## src/rtl/core/owubfc_pkg.sv

```systemverilog
// ----------------------------------------------------------------------------
// One-wire UART boot frame checker package
// Shared types, constants and helper functions.
// ----------------------------------------------------------------------------
package owubfc_pkg;

   localparam int MAX_FRAME_BYTES_DEF = 248;
   localparam int INFO_BYTES_DEF      = 9;
   localparam int CSR_INDEX_W         = 3;
   localparam int CSR_DATA_W          = 32;
   localparam int QUEUE_DEPTH         = 2;

   typedef enum logic [CSR_INDEX_W-1:0] {
      CSR_BIT_PERIOD   = 3'd0,
      CSR_FIRST_OFFSET = 3'd1,
      CSR_WAIT_LIMIT   = 3'd2,
      CSR_MARKER       = 3'd3,
      CSR_INIT_LEN     = 3'd4,
      CSR_INFO_ZERO    = 3'd5,
      CSR_INFO_ONE     = 3'd6,
      CSR_INFO_LAST    = 3'd7
   } csr_index_type;

   typedef enum logic [1:0] {
      PH_WAIT = 2'd0,
      PH_RECV = 2'd1,
      PH_SEND = 2'd2
   } phase_type;

   typedef enum logic [1:0] {
      VERDICT_SHORT = 2'd0,
      VERDICT_GOOD  = 2'd1,
      VERDICT_BAD   = 2'd2,
      VERDICT_INIT  = 2'd3
   } verdict_type;

   localparam logic [15:0] CRC_POLY = 16'hA001;

   typedef struct packed {
      logic [9:0]  bit_period;
      logic [9:0]  first_offset;
      logic [15:0] wait_limit;
      logic [7:0]  marker;
      logic [7:0]  init_len;
      logic [31:0] info_zero;
      logic [31:0] info_one;
      logic [7:0]  info_last;
   } cfg_type;

   typedef struct packed {
      logic       line_level;
   } tick_type;

   typedef struct packed {
      logic       line_out;
      logic       line_drive;
      logic       byte_valid;
      logic [7:0] byte_value;
      logic       frame_done;
      logic [7:0] frame_length;
      logic [1:0] frame_verdict;
   } result_type;

   function automatic logic [15:0] crc_byte(input logic [15:0] crc, input logic [7:0] b);
      logic [15:0] c;
      c = crc ^ {8'd0, b};
      for (int k = 0; k < 8; k++) begin
         if (c[0]) c = (c >> 1) ^ CRC_POLY;
         else      c = c >> 1;
      end
      return c;
   endfunction

endpackage

```

## src/rtl/core/owubfc_front.sv

```systemverilog
// ----------------------------------------------------------------------------
// Tick intake
// Accepts line samples and holds them in a short queue for the engine.
// ----------------------------------------------------------------------------
module owubfc_front
   import owubfc_pkg::*;
(
   input  logic     clock,
   input  logic     reset,
   input  logic     req_valid,
   output logic     req_ready,
   input  tick_type req_tick,
   output logic     q_valid,
   input  logic     q_ready,
   output tick_type q_tick
);

   tick_type   mem_ff [QUEUE_DEPTH];
   logic       wr_ptr_ff, wr_ptr_in, rd_ptr_ff, rd_ptr_in;
   logic [1:0] count_ff, count_in;
   logic       push, pop;

   assign req_ready = (count_ff != 2'(QUEUE_DEPTH));
   assign q_valid   = (count_ff != 2'd0);
   assign q_tick    = mem_ff[rd_ptr_ff];
   assign push      = req_valid && req_ready;
   assign pop       = q_valid && q_ready;

   always_comb begin
      wr_ptr_in = push ? ~wr_ptr_ff : wr_ptr_ff;
      rd_ptr_in = pop  ? ~rd_ptr_ff : rd_ptr_ff;
      count_in  = count_ff + {1'b0, push} - {1'b0, pop};
   end

   always_ff @(posedge clock) begin
      if (reset) begin
         wr_ptr_ff <= 1'b0;
         rd_ptr_ff <= 1'b0;
         count_ff  <= 2'd0;
      end else begin
         wr_ptr_ff <= wr_ptr_in;
         rd_ptr_ff <= rd_ptr_in;
         count_ff  <= count_in;
      end
   end

   always_ff @(posedge clock) begin
      if (push) begin
         mem_ff[wr_ptr_ff] <= req_tick;
      end
   end

endmodule

```

## src/rtl/core/owubfc_engine.sv

```systemverilog
// ----------------------------------------------------------------------------
// Receive and reply engine
// Runs the 8N1 receiver, frame CRC check and reply transmitter, one tick
// per cycle unless its two-entry result register toward the output is full.
// ----------------------------------------------------------------------------
module owubfc_engine
   import owubfc_pkg::*;
#(
   parameter int MAX_FRAME_BYTES = MAX_FRAME_BYTES_DEF,
   parameter int INFO_BYTES      = INFO_BYTES_DEF
) (
   input  logic       clock,
   input  logic       reset,
   input  cfg_type    cfg,
   input  logic       q_valid,
   output logic       q_ready,
   input  tick_type   q_tick,
   output logic       rsp_valid,
   input  logic       rsp_ready,
   output result_type rsp_result
);

   localparam int CNT_W = $clog2(MAX_FRAME_BYTES + 1);

   phase_type         phase_ff, phase_in;
   logic [15:0]       tick_ff, tick_in;
   logic [3:0]        bit_ff, bit_in;
   logic [9:0]        rx_ff, rx_in;
   logic [CNT_W-1:0]  count_ff, count_in;
   logic [15:0]       crc_ff, crc_in;
   logic [7:0]        pend0_ff, pend0_in, pend1_ff, pend1_in;
   logic [3:0]        txi_ff, txi_in;
   logic [9:0]        txs_ff, txs_in;

   result_type        res;
   result_type        ob_ff [2];
   logic [1:0]        ob_cnt_ff, ob_cnt_in;
   logic              ob_wr_ff, ob_rd_ff;
   logic              step, pop;

   logic [15:0]       per, limit;
   logic [9:0]        rx_new;
   logic [7:0]        rx_byte;
   logic              frame_end;
   logic [CNT_W-1:0]  end_count;
   logic [7:0]        end_last;
   logic [15:0]       end_crc;
   logic [7:0]        end_prev;

   function automatic logic [7:0] info_byte(input logic [3:0] i, input cfg_type c);
      logic [7:0] b;
      case (i)
         4'd0:    b = c.info_zero[7:0];
         4'd1:    b = c.info_zero[15:8];
         4'd2:    b = c.info_zero[23:16];
         4'd3:    b = c.info_zero[31:24];
         4'd4:    b = c.info_one[7:0];
         4'd5:    b = c.info_one[15:8];
         4'd6:    b = c.info_one[23:16];
         4'd7:    b = c.info_one[31:24];
         default: b = c.info_last;
      endcase
      return b;
   endfunction

   assign q_ready = (ob_cnt_ff != 2'd2);
   assign step    = q_valid && q_ready;
   assign rsp_valid  = (ob_cnt_ff != 2'd0);
   assign rsp_result = ob_ff[ob_rd_ff];
   assign pop        = rsp_valid && rsp_ready;

   assign per   = (cfg.bit_period == 10'd0) ? 16'd1 : {6'd0, cfg.bit_period};
   assign limit = (cfg.wait_limit == 16'd0) ? 16'd1 : cfg.wait_limit;
   assign rx_new  = rx_ff | (q_tick.line_level ? (10'd1 << bit_ff) : 10'd0);
   assign rx_byte = rx_new[8:1];

   always_comb begin
      phase_in = phase_ff;
      tick_in  = tick_ff;
      bit_in   = bit_ff;
      rx_in    = rx_ff;
      count_in = count_ff;
      crc_in   = crc_ff;
      pend0_in = pend0_ff;
      pend1_in = pend1_ff;
      txi_in   = txi_ff;
      txs_in   = txs_ff;
      res      = '0;
      res.line_out = 1'b1;
      frame_end = 1'b0;
      end_count = count_ff;
      end_last  = pend1_ff;
      end_prev  = pend0_ff;
      end_crc   = crc_ff;

      unique case (phase_ff)
         PH_SEND: begin
            res.line_out   = txs_ff[0];
            res.line_drive = 1'b1;
            tick_in = tick_ff + 16'd1;
            if (tick_in >= per) begin
               tick_in = 16'd0;
               txs_in  = {1'b1, txs_ff[9:1]};
               bit_in  = bit_ff + 4'd1;
               if (bit_in >= 4'd10) begin
                  bit_in = 4'd0;
                  txi_in = txi_ff + 4'd1;
                  if (txi_in >= 4'(INFO_BYTES)) begin
                     txi_in   = 4'd0;
                     txs_in   = 10'h3FF;
                     phase_in = PH_WAIT;
                     count_in = '0;
                     crc_in   = 16'd0;
                     pend0_in = 8'd0;
                     pend1_in = 8'd0;
                  end else begin
                     txs_in = {1'b1, info_byte(txi_in, cfg), 1'b0};
                  end
               end
            end
         end
         PH_RECV: begin
            if (tick_ff != 16'd0) begin
               tick_in = tick_ff - 16'd1;
            end else begin
               rx_in  = rx_new;
               bit_in = bit_ff + 4'd1;
               if (bit_in < 4'd10) begin
                  tick_in = per - 16'd1;
               end else begin
                  bit_in   = 4'd0;
                  tick_in  = 16'd0;
                  phase_in = PH_WAIT;
                  if (rx_new[0] || !rx_new[9]) begin
                     frame_end = 1'b1;
                  end else begin
                     res.byte_valid = 1'b1;
                     res.byte_value = rx_byte;
                     if (count_ff >= CNT_W'(2)) crc_in = crc_byte(crc_ff, pend0_ff);
                     pend0_in = pend1_ff;
                     pend1_in = rx_byte;
                     count_in = count_ff + CNT_W'(1);
                     end_count = count_in;
                     end_last  = rx_byte;
                     end_prev  = pend1_ff;
                     end_crc   = crc_in;
                     if (count_in >= CNT_W'(MAX_FRAME_BYTES)) frame_end = 1'b1;
                  end
               end
            end
         end
         default: begin
            if (!q_tick.line_level) begin
               rx_in    = 10'd0;
               phase_in = PH_RECV;
               if (cfg.first_offset == 10'd0) begin
                  bit_in  = 4'd1;
                  tick_in = per - 16'd1;
               end else begin
                  bit_in  = 4'd0;
                  tick_in = {6'd0, cfg.first_offset} - 16'd1;
               end
            end else begin
               tick_in = tick_ff + 16'd1;
               if (tick_in >= limit) begin
                  tick_in   = 16'd0;
                  frame_end = 1'b1;
               end
            end
         end
      endcase

      if (frame_end) begin
         if (end_count != '0) begin
            res.frame_done   = 1'b1;
            res.frame_length = 8'(end_count);
            if (16'(end_count) == {8'd0, cfg.init_len} && end_last == cfg.marker) begin
               res.frame_verdict = VERDICT_INIT;
            end else if (end_count >= CNT_W'(3)) begin
               res.frame_verdict = ({end_last, end_prev} == end_crc) ? VERDICT_GOOD
                                                                     : VERDICT_BAD;
            end else begin
               res.frame_verdict = VERDICT_SHORT;
            end
         end
         count_in = '0;
         crc_in   = 16'd0;
         pend0_in = 8'd0;
         pend1_in = 8'd0;
         tick_in  = 16'd0;
         bit_in   = 4'd0;
         phase_in = PH_WAIT;
         if (res.frame_verdict == VERDICT_INIT && res.frame_done) begin
            phase_in = PH_SEND;
            txi_in   = 4'd0;
            txs_in   = {1'b1, info_byte(4'd0, cfg), 1'b0};
         end
      end
   end

   always_comb begin
      ob_cnt_in = ob_cnt_ff + {1'b0, step} - {1'b0, pop};
   end

   always_ff @(posedge clock) begin
      if (reset) begin
         phase_ff  <= PH_WAIT;
         tick_ff   <= 16'd0;
         bit_ff    <= 4'd0;
         rx_ff     <= 10'd0;
         count_ff  <= '0;
         crc_ff    <= 16'd0;
         pend0_ff  <= 8'd0;
         pend1_ff  <= 8'd0;
         txi_ff    <= 4'd0;
         txs_ff    <= 10'h3FF;
         ob_cnt_ff <= 2'd0;
         ob_wr_ff  <= 1'b0;
         ob_rd_ff  <= 1'b0;
      end else begin
         if (step) begin
            phase_ff <= phase_in;
            tick_ff  <= tick_in;
            bit_ff   <= bit_in;
            rx_ff    <= rx_in;
            count_ff <= count_in;
            crc_ff   <= crc_in;
            pend0_ff <= pend0_in;
            pend1_ff <= pend1_in;
            txi_ff   <= txi_in;
            txs_ff   <= txs_in;
            ob_wr_ff <= ~ob_wr_ff;
         end
         if (pop) ob_rd_ff <= ~ob_rd_ff;
         ob_cnt_ff <= ob_cnt_in;
      end
   end

   always_ff @(posedge clock) begin
      if (step) ob_ff[ob_wr_ff] <= res;
   end

endmodule

```

## src/rtl/core/one_wire_uart_boot_frame_checker_unit.sv

```systemverilog
// An accepted tick is written into the intake queue; the engine steps it at
// the queue head when the result buffer has room, and registers its result
// word into it. Throughput: one tick per cycle unless that buffer is full.
// A two-word intake queue and a two-word result buffer decouple the sides.
// Reset is synchronous and active high; it restores all register defaults
// and returns the receiver to waiting for a start edge.
module one_wire_uart_boot_frame_checker_unit
   import owubfc_pkg::*;
#(
   parameter int MAX_FRAME_BYTES = MAX_FRAME_BYTES_DEF,
   parameter int INFO_BYTES      = INFO_BYTES_DEF
) (
   input  logic                   clock,
   input  logic                   reset,
   input  logic                   csr_valid,
   output logic                   csr_ready,
   input  logic [CSR_INDEX_W-1:0] csr_index,
   input  logic [CSR_DATA_W-1:0]  csr_data,
   input  logic                   req_valid,
   output logic                   req_ready,
   input  logic                   req_line_level,
   output logic                   rsp_valid,
   input  logic                   rsp_ready,
   output logic                   rsp_line_out,
   output logic                   rsp_line_drive,
   output logic                   rsp_byte_valid,
   output logic [7:0]             rsp_byte_value,
   output logic                   rsp_frame_done,
   output logic [7:0]             rsp_frame_length,
   output logic [1:0]             rsp_frame_verdict
);

   cfg_type    cfg_ff;
   tick_type   req_tick, q_tick;
   logic       q_valid, q_ready;
   result_type res;

   assign csr_ready = 1'b1;
   assign req_tick.line_level = req_line_level;

   always_ff @(posedge clock) begin
      if (reset) begin
         cfg_ff.bit_period   <= 10'd52;
         cfg_ff.first_offset <= 10'd6;
         cfg_ff.wait_limit   <= 16'd2000;
         cfg_ff.marker       <= 8'h7D;
         cfg_ff.init_len     <= 8'd21;
         cfg_ff.info_zero    <= 32'h0031_3734;
         cfg_ff.info_one     <= 32'h0106_061F;
         cfg_ff.info_last    <= 8'h30;
      end else if (csr_valid) begin
         unique case (csr_index_type'(csr_index))
            CSR_BIT_PERIOD:   cfg_ff.bit_period   <= csr_data[9:0];
            CSR_FIRST_OFFSET: cfg_ff.first_offset <= csr_data[9:0];
            CSR_WAIT_LIMIT:   cfg_ff.wait_limit   <= csr_data[15:0];
            CSR_MARKER:       cfg_ff.marker       <= csr_data[7:0];
            CSR_INIT_LEN:     cfg_ff.init_len     <= csr_data[7:0];
            CSR_INFO_ZERO:    cfg_ff.info_zero    <= csr_data;
            CSR_INFO_ONE:     cfg_ff.info_one     <= csr_data;
            default:          cfg_ff.info_last    <= csr_data[7:0];
         endcase
      end
   end

   owubfc_front u_front (
      .clock, .reset, .req_valid, .req_ready, .req_tick,
      .q_valid, .q_ready, .q_tick
   );

   owubfc_engine #(
      .MAX_FRAME_BYTES(MAX_FRAME_BYTES), .INFO_BYTES(INFO_BYTES)
   ) u_engine (
      .clock, .reset, .cfg(cfg_ff), .q_valid, .q_ready, .q_tick,
      .rsp_valid, .rsp_ready, .rsp_result(res)
   );

   assign rsp_line_out      = res.line_out;
   assign rsp_line_drive    = res.line_drive;
   assign rsp_byte_valid    = res.byte_valid;
   assign rsp_byte_value    = res.byte_value;
   assign rsp_frame_done    = res.frame_done;
   assign rsp_frame_length  = res.frame_length;
   assign rsp_frame_verdict = res.frame_verdict;

endmodule

```

## config.mk

```make
export PLATFORM = sky130hd
export DESIGN_NAME = one_wire_uart_boot_frame_checker_unit
export DESIGN_NICKNAME = d
export VERILOG_FILES = /design/src/rtl/core/owubfc_pkg.sv /design/src/rtl/core/owubfc_front.sv /design/src/rtl/core/owubfc_engine.sv /design/src/rtl/core/one_wire_uart_boot_frame_checker_unit.sv
export SDC_FILE = /design/constraint.sdc
export NUM_CORES = 1
export LEC_CHECK = 0
export ABC_CLOCK_PERIOD_IN_PS = 7500
export BUFFER_PORTS_ARGS = -buffer_cell sky130_fd_sc_hd__buf_2
export CAP_MARGIN = 20
export CORE_ASPECT_RATIO = 2
export CORE_MARGIN = 2
export CORE_UTILIZATION = 45
export CTS_BUF_LIST = sky130_fd_sc_hd__clkbuf_16
export CTS_CLUSTER_DIAMETER = 30
export CTS_CLUSTER_SIZE = 30
export DETAILED_ROUTE_END_ITERATION = 10
export GPL_TIMING_DRIVEN = 0
export PLACE_DENSITY = 0.66
export RECOVER_POWER = 50
export SYNTH_ARGS = -nofsm -noshare
export SYNTH_HDL_FRONTEND = slang
export SYNTH_SLANG_ARGS = --single-unit
```

## constraint.sdc

```tcl
create_clock -name clock -period 7.5 [get_ports clock]
set_input_delay 0.375 -clock clock [delete_from_list [all_inputs] [get_ports clock]]
set_output_delay 0.375 -clock clock [all_outputs]
set_load 0.01 [all_outputs]
```

# After elaboration in Yosys (flattened, before gate mapping)
# Memory sizes are Yosys's and may differ from the RTL's. A register that Yosys moved wholly into a read port is not among the register bits.
# Index checks and enable logic that the tools add are counted.
totals:
  elab_cells: 265
  n_memories: 2
  ram_bits: 46
  in_bits: 41
  out_inout_bits: 25
  reg_bits: 218
memory_table:
  columns: ["memory", "words", "width", "rd", "rd_ports_with_merged_regs", "wr", "line", "rtl"]
  rows:
  - ["u_engine.ob_ff", 2, 22, 1, 1, 1, "owubfc_engine.sv:36", "result_type ob_ff [2];"]
  - ["u_front.mem_ff", 2, 1, 1, 1, 1, "owubfc_front.sv:18", "tick_type mem_ff [QUEUE_DEPTH];"]
op_classes:
  n_reduce_logical: 30
  n_bitwise: 16
  shifts: 1
  n_eq_ne: 29
  n_mux: 144
  magnitude_cmp: 8
  addsub: 11
ops:
  columns: ["operator", "n"]
  rows:
  - ["two-way mux 16 bit", 60]
  - ["two-way mux 8 bit", 18]
  - ["two-way mux 10 bit", 9]
  - ["one-hot mux 16 bit (2 select lines)", 2]
  - ["one-hot mux 8 bit (8 select lines)", 1]
  - ["two-way mux 4 bit", 12]
  - ["one-hot mux 8 bit (2 select lines)", 3]
  - ["two-way mux 9 bit", 5]
  - ["two-way mux 11 bit", 3]
  - [">= comparator 16 bit", 2]
  - ["subtractor 16 x 1 -> 16 bit, second input constant", 2]
  - ["two-way mux 2 bit", 12]
  - ["NOT 2 -> 3 bit", 8]
  - ["zero test 10 bit", 2]
  - ["one-hot mux 10 bit (2 select lines)", 1]
  - ["adder 16 x 1 -> 16 bit, second input constant", 1]
  - ["equality test 16 bit", 1]
  - ["equality test 4 x 3 -> 1 bit, second input constant", 4]
  - ["equality test 8 bit", 2]
  - [">= comparator 8 x 2 -> 1 bit, second input constant", 2]
  - ["zero test 16 bit", 1]
  - ["AND reduction 2 bit", 8]
  - ["nonzero test 16 bit", 1]
  - ["XOR 16 x 8 -> 16 bit", 1]
  - ["38 further kinds", 78]

# Longest topological paths before layout
logic_depth:
  word_depth: 68
  ltp_mapped: 18
  mapped_depth_nobuf: 16

# By module
# A second synthesis with hierarchy kept.
unflattened:
  hier_cells: 1698
  hier_area_um2: 15348.5
modules_own_cells:
  columns: ["module", "seq_area_each_um2", "cells_per_inst", "area_each_um2", "n_inst"]
  rows:
  - ["owubfc_engine", 3143.0, 1198, 10067.2, 1]
  - ["one_wire_uart_boot_frame_checker_unit", 2482.4, 472, 4962.3, 1]
  - ["owubfc_front", 160.2, 28, 319.1, 1]

# Least setup slack after synthesis
# No wires, ideal clock.
synth_timing:
  path_kind: "reg-to-reg"
  from: "register u_engine.tick_ff[0]"
  to: "memory u_engine.ob_ff[0][0] (netlist name) (data pin)"
  t_required_ns: 7.352
  period_less_slack_ns: 4.047
  setup_slack_ns: 3.453
  setup_ns: 0.148
  t_arrival_ns: 3.899
  n_path_buf: 2
  stages_incl_launch_ff: 15
  cell_sequence: "dfxtp_1 clkbuf_1 inv_1 ha_1 nor3b_1 nand2_1 or4_1 buf_2 nor4_1 nor2_1 xor2_1 a22oi_1 or4_4 or4_4 o21ai_2"
synth_lines:
  columns: ["item", "line", "rtl"]
  rows:
  - ["from (decl)", "owubfc_engine.sv:26", "logic [15:0] tick_ff, tick_in;"]
  - ["from (signal assigned)", "owubfc_engine.sv:223", "tick_ff <= tick_in;"]
  - ["to (decl)", "owubfc_engine.sv:36", null]

# Final worst setup path
layout_timing:
  from: "register u_engine.tick_ff[0]"
  to: "register u_engine.txs_ff[5]"
layout_via:
  elab_chain_len: 13
  word_cells_on_any_way: 33
  cone_classes: "add/sub (1); order compare (3); eq/ne (4); mux (21); reduce/logical (4)"
layout_rtl:
  columns: ["item", "line", "rtl"]
  rows:
  - ["branches (longest 12 deep; another with adder 16 x 1 -> 16 bit)", null, null]
  - ["two-way mux 10 bit (*)", "owubfc_engine.sv:173", "if (frame_end) begin"]
  - ["to (signal assigned)", "owubfc_engine.sv:231", "txs_ff <= txs_in;"]
  - ["to (decl)", "owubfc_engine.sv:33", "logic [9:0] txs_ff, txs_in;"]
# Mark *: on every way between the ends. The select of a mux whose other input is x is not followed.
# A chain may end at the register's enable or synchronous reset.

==> impl_metrics.tcl <==
set metrics [dict create \
    status "completed" \
    hold_ws_ns 0.04492 \
    p_switching_w 0.001961 \
    rsz0062_at_grt "no" \
    cts-resized-gates 0 \
    yosys_warnings 0 \
    drc 0 \
    grt.total_usage_pct 31.99 \
    netlist-cell-type-count 79 \
    synthArstFlopShare_pct 0 \
    seqPwrFrac_pct 32.6 \
    cts_made_buffers 40 \
    grt_pass1_wl_um 82430 \
    cts_tree "built" \
    clk_pin_slew_ns 0.06 \
    clkPwrFrac_pct 37.4 \
    rows 93 \
    maxCapViolations 0 \
    syn_nets 1867 \
    cts_htree_levels 2 \
    placed_area_um2 15460 \
    netlist_area_um2 14620 \
    slew_headroom_pct 23.12 \
    die_w_um 131.5 \
    fillerInstances 3181 \
    cts_num_sinks 266 \
    peakVddDrop_v 0.0001911 \
    synth.ff_latch_count 266 \
    final_hold_viol_count 0 \
    pwr-share-comb_pct 30.0 \
    drive_gt1_share_pct 8.848 \
    nets 1968 \
    first_pass_iters 7 \
    p_per_area_nw_per_um2 312.7 \
    clk_path_buf_depth 3 \
    dieArea_um2 34040 \
    hold_class "in2reg" \
    start_util_pct 45.54 \
    crit_fanout 10 \
    drt-total-wl_um 55680 \
    antenna_found_initial 0 \
    tns_ns 0 \
    power_switching_share_pct 37.21 \
    num_antenna_cells 0 \
    ant_nets 0 \
    ios 66 \
    synth_edf_count 46 \
    p_int_w 0.003310 \
    skew_ns 0.02482 \
    maxSlewViolCount 0 \
    core_area_um2 32120 \
    grt_overflow 0 \
    syn_avg_cell_area_um2 8.230 \
    path_class "reg2reg" \
    clk_latency_ns 0.57 \
    final_common_cell "nand2_1" \
    critPathRequiredTime_ns 7.92 \
    gp_congestion 0.9804 \
    synthFlopType "dfxtp_1" \
    via_per_inst 6.110 \
    power.leakage_nw 6.152 \
    start_kind "register" \
    finalCriticalPeriod_ns 5.972 \
    tightest_slew_ns 1.145 \
    setup.worst_path.end_class "register" \
    dp_hpwl_um 43330 \
    final_area_um2 16860 \
    die_height_um 258.9 \
    grt_max_degree 23 \
    yosysSeqAreaShare_pct 39.56 \
    critPathArrivalTime_ns 6.39 \
    netlist_instances 1777 \
    area_growth_pct 15.26 \
    postCtsSetupBuffers 0 \
    root_buffer "clkbuf_16" \
    post_drt_wl_per_cell_um 23.83 \
    final_cell_mix "nand2_1 (313), dfxtp_1 (220), a21oi_1 (162)" \
    num_vias 14280 \
    drt_iter0_markers 946 \
    max_freq_mhz 167.5 \
    post-route-period-util_pct 79.62 \
    grt_pass1_vias 14290 \
    setup_viol 0 \
    cts_hold_buf 1 \
    io_buffers 54 \
]
==> synthesized netlist by cell type (19+ instances only) <==
cell / instances / area (µm²)
inv_1: 66 / 247.7
nor4_1: 21 / 131.4
mux2i_1: 32 / 320.3
mux2_2: 32 / 360.4
dfxtp_1: 220 / 4404
edfxtp_1: 46 / 1381
o22ai_1: 19 / 118.9
a21oi_1: 162 / 810.8
nand3_1: 74 / 370.4
nor2_1: 110 / 412.9
o211ai_1: 20 / 150.1
nand2_1: 313 / 1175
ha_1: 49 / 613.1
o21ai_0: 65 / 325.3
xnor2_1: 70 / 613.1
a22o_1: 23 / 201.4
a31oi_1: 24 / 150.1
nor3_1: 39 / 195.2
xor2_1: 30 / 262.8
clkbuf_1: 96 / 360.4
==> state kept, by name (all words and copies together) (netlist names), 2 cells and up, named ones only <==
name	cells
u_engine.ob_cnt_ff	2
u_front.count_ff	2
u_engine.bit_ff	4
u_engine.txi_ff	4
u_engine.phase_ff	2
cfg_ff	124
u_front.mem_ff	2
u_engine.txs_ff	10
u_engine.rx_ff	10
u_engine.ob_ff	44
u_engine.pend1_ff	8
u_engine.pend0_ff	8
u_engine.crc_ff	16
u_engine.tick_ff	16
u_engine.count_ff	8
==> final cells by class <==
cell class	instances	area (µm²)	area share [%]
buffer	118	473.0	2.806
clock buffer	42	1051	6.235
clock inverter	32	374.1	2.219
inverter	68	260.3	1.544
multi-input combinational	1325	8110	48.11
sequential	266	5786	34.32
tap	427	534.3	3.170
timing repair buffer	59	267.8	1.588
==> power by group through the flow <==
stage	clock [W]	sequential, W	combinational [W]
2_1_floorplan	0	0.00171	0.00105
3_3_place_gp	0	0.00174	0.00153
3_5_place_dp	0	0.00174	0.00156
4_1_cts	0.00198	0.00171	0.00157
5_1_grt	0.00203	0.00173	0.00170
6_report	0.00197	0.00172	0.00158
==> stage by stage <==
stage	std cells	power [W]	worst slack, ns	util, %
2_1_floorplan	1777	0.002758	3.453	-
3_5_place_dp	2261	0.003303	1.701	48.15
6_report	2337	0.005271	1.528	52.49
4_1_cts	2336	0.005257	1.661	52.62
5_1_grt	2337	0.005466	1.358	52.49
3_3_place_gp	2258	0.003270	1.657	48.04
==> worst max-delay path, stage by stage (launching register included) <==
cell and delay [ns]:
dfxtp_1 0.41, clkbuf_1 0.28, inv_1 0.11, ha_1 0.22
nor3b_1 0.53, nand3_1 0.35, nor4_2 0.76, nand2_1 0.32
clkbuf_1 0.38, a21oi_1 0.44, xnor2_1 0.11, nor4_1 0.67
nand4_1 0.55, buf_2 0.43, mux2i_1 0.19, o21ai_0 0.10
==> routing by layer <==
metal	GRT usage, %	wire length (µm)	up-vias
met3	5.800	3061	351
met1	25.85	16580	6653
met2	60.28	28840	698
met4	35.60	7203	0
li1	-	-	6577
met5	0	0	-
==> path summary, 6_finish.rpt <==
kind                                                        from                         endpoint  slack (ns)  cells after the start
worst max-delay path            u_engine.tick_ff[0]$_SDFFE_PP0P_  u_engine.txs_ff[5]$_SDFFE_PP1P_        1.53                     15
worst min-delay path                                csr_data[24]          cfg_ff[32]$_SDFFE_PP1P_        0.04                      3
worst max register to register  u_engine.tick_ff[0]$_SDFFE_PP0P_  u_engine.txs_ff[5]$_SDFFE_PP1P_        1.53                     15
worst min register to register    u_engine.rx_ff[6]$_SDFFE_PP0P_   u_engine.rx_ff[6]$_SDFFE_PP0P_        0.45                      2
==> cell families (layout without fill, tap and decap cells) <==
logic type	count (synthesis)	after routing	share of synthesized area (%)
AO/OA/AOI/OAI	447	447	19.69
buffers and inverters	186	319	5.014
adder cells (fa/ha/maj)	49	49	4.192
multiplexers	64	64	4.654
other	1	1	0.02564
AND/OR/NAND/NOR	662	662	20.57
XOR/XNOR	102	102	6.297
flip-flops	266	266	39.56
Power figures use the tool's default switching activity.
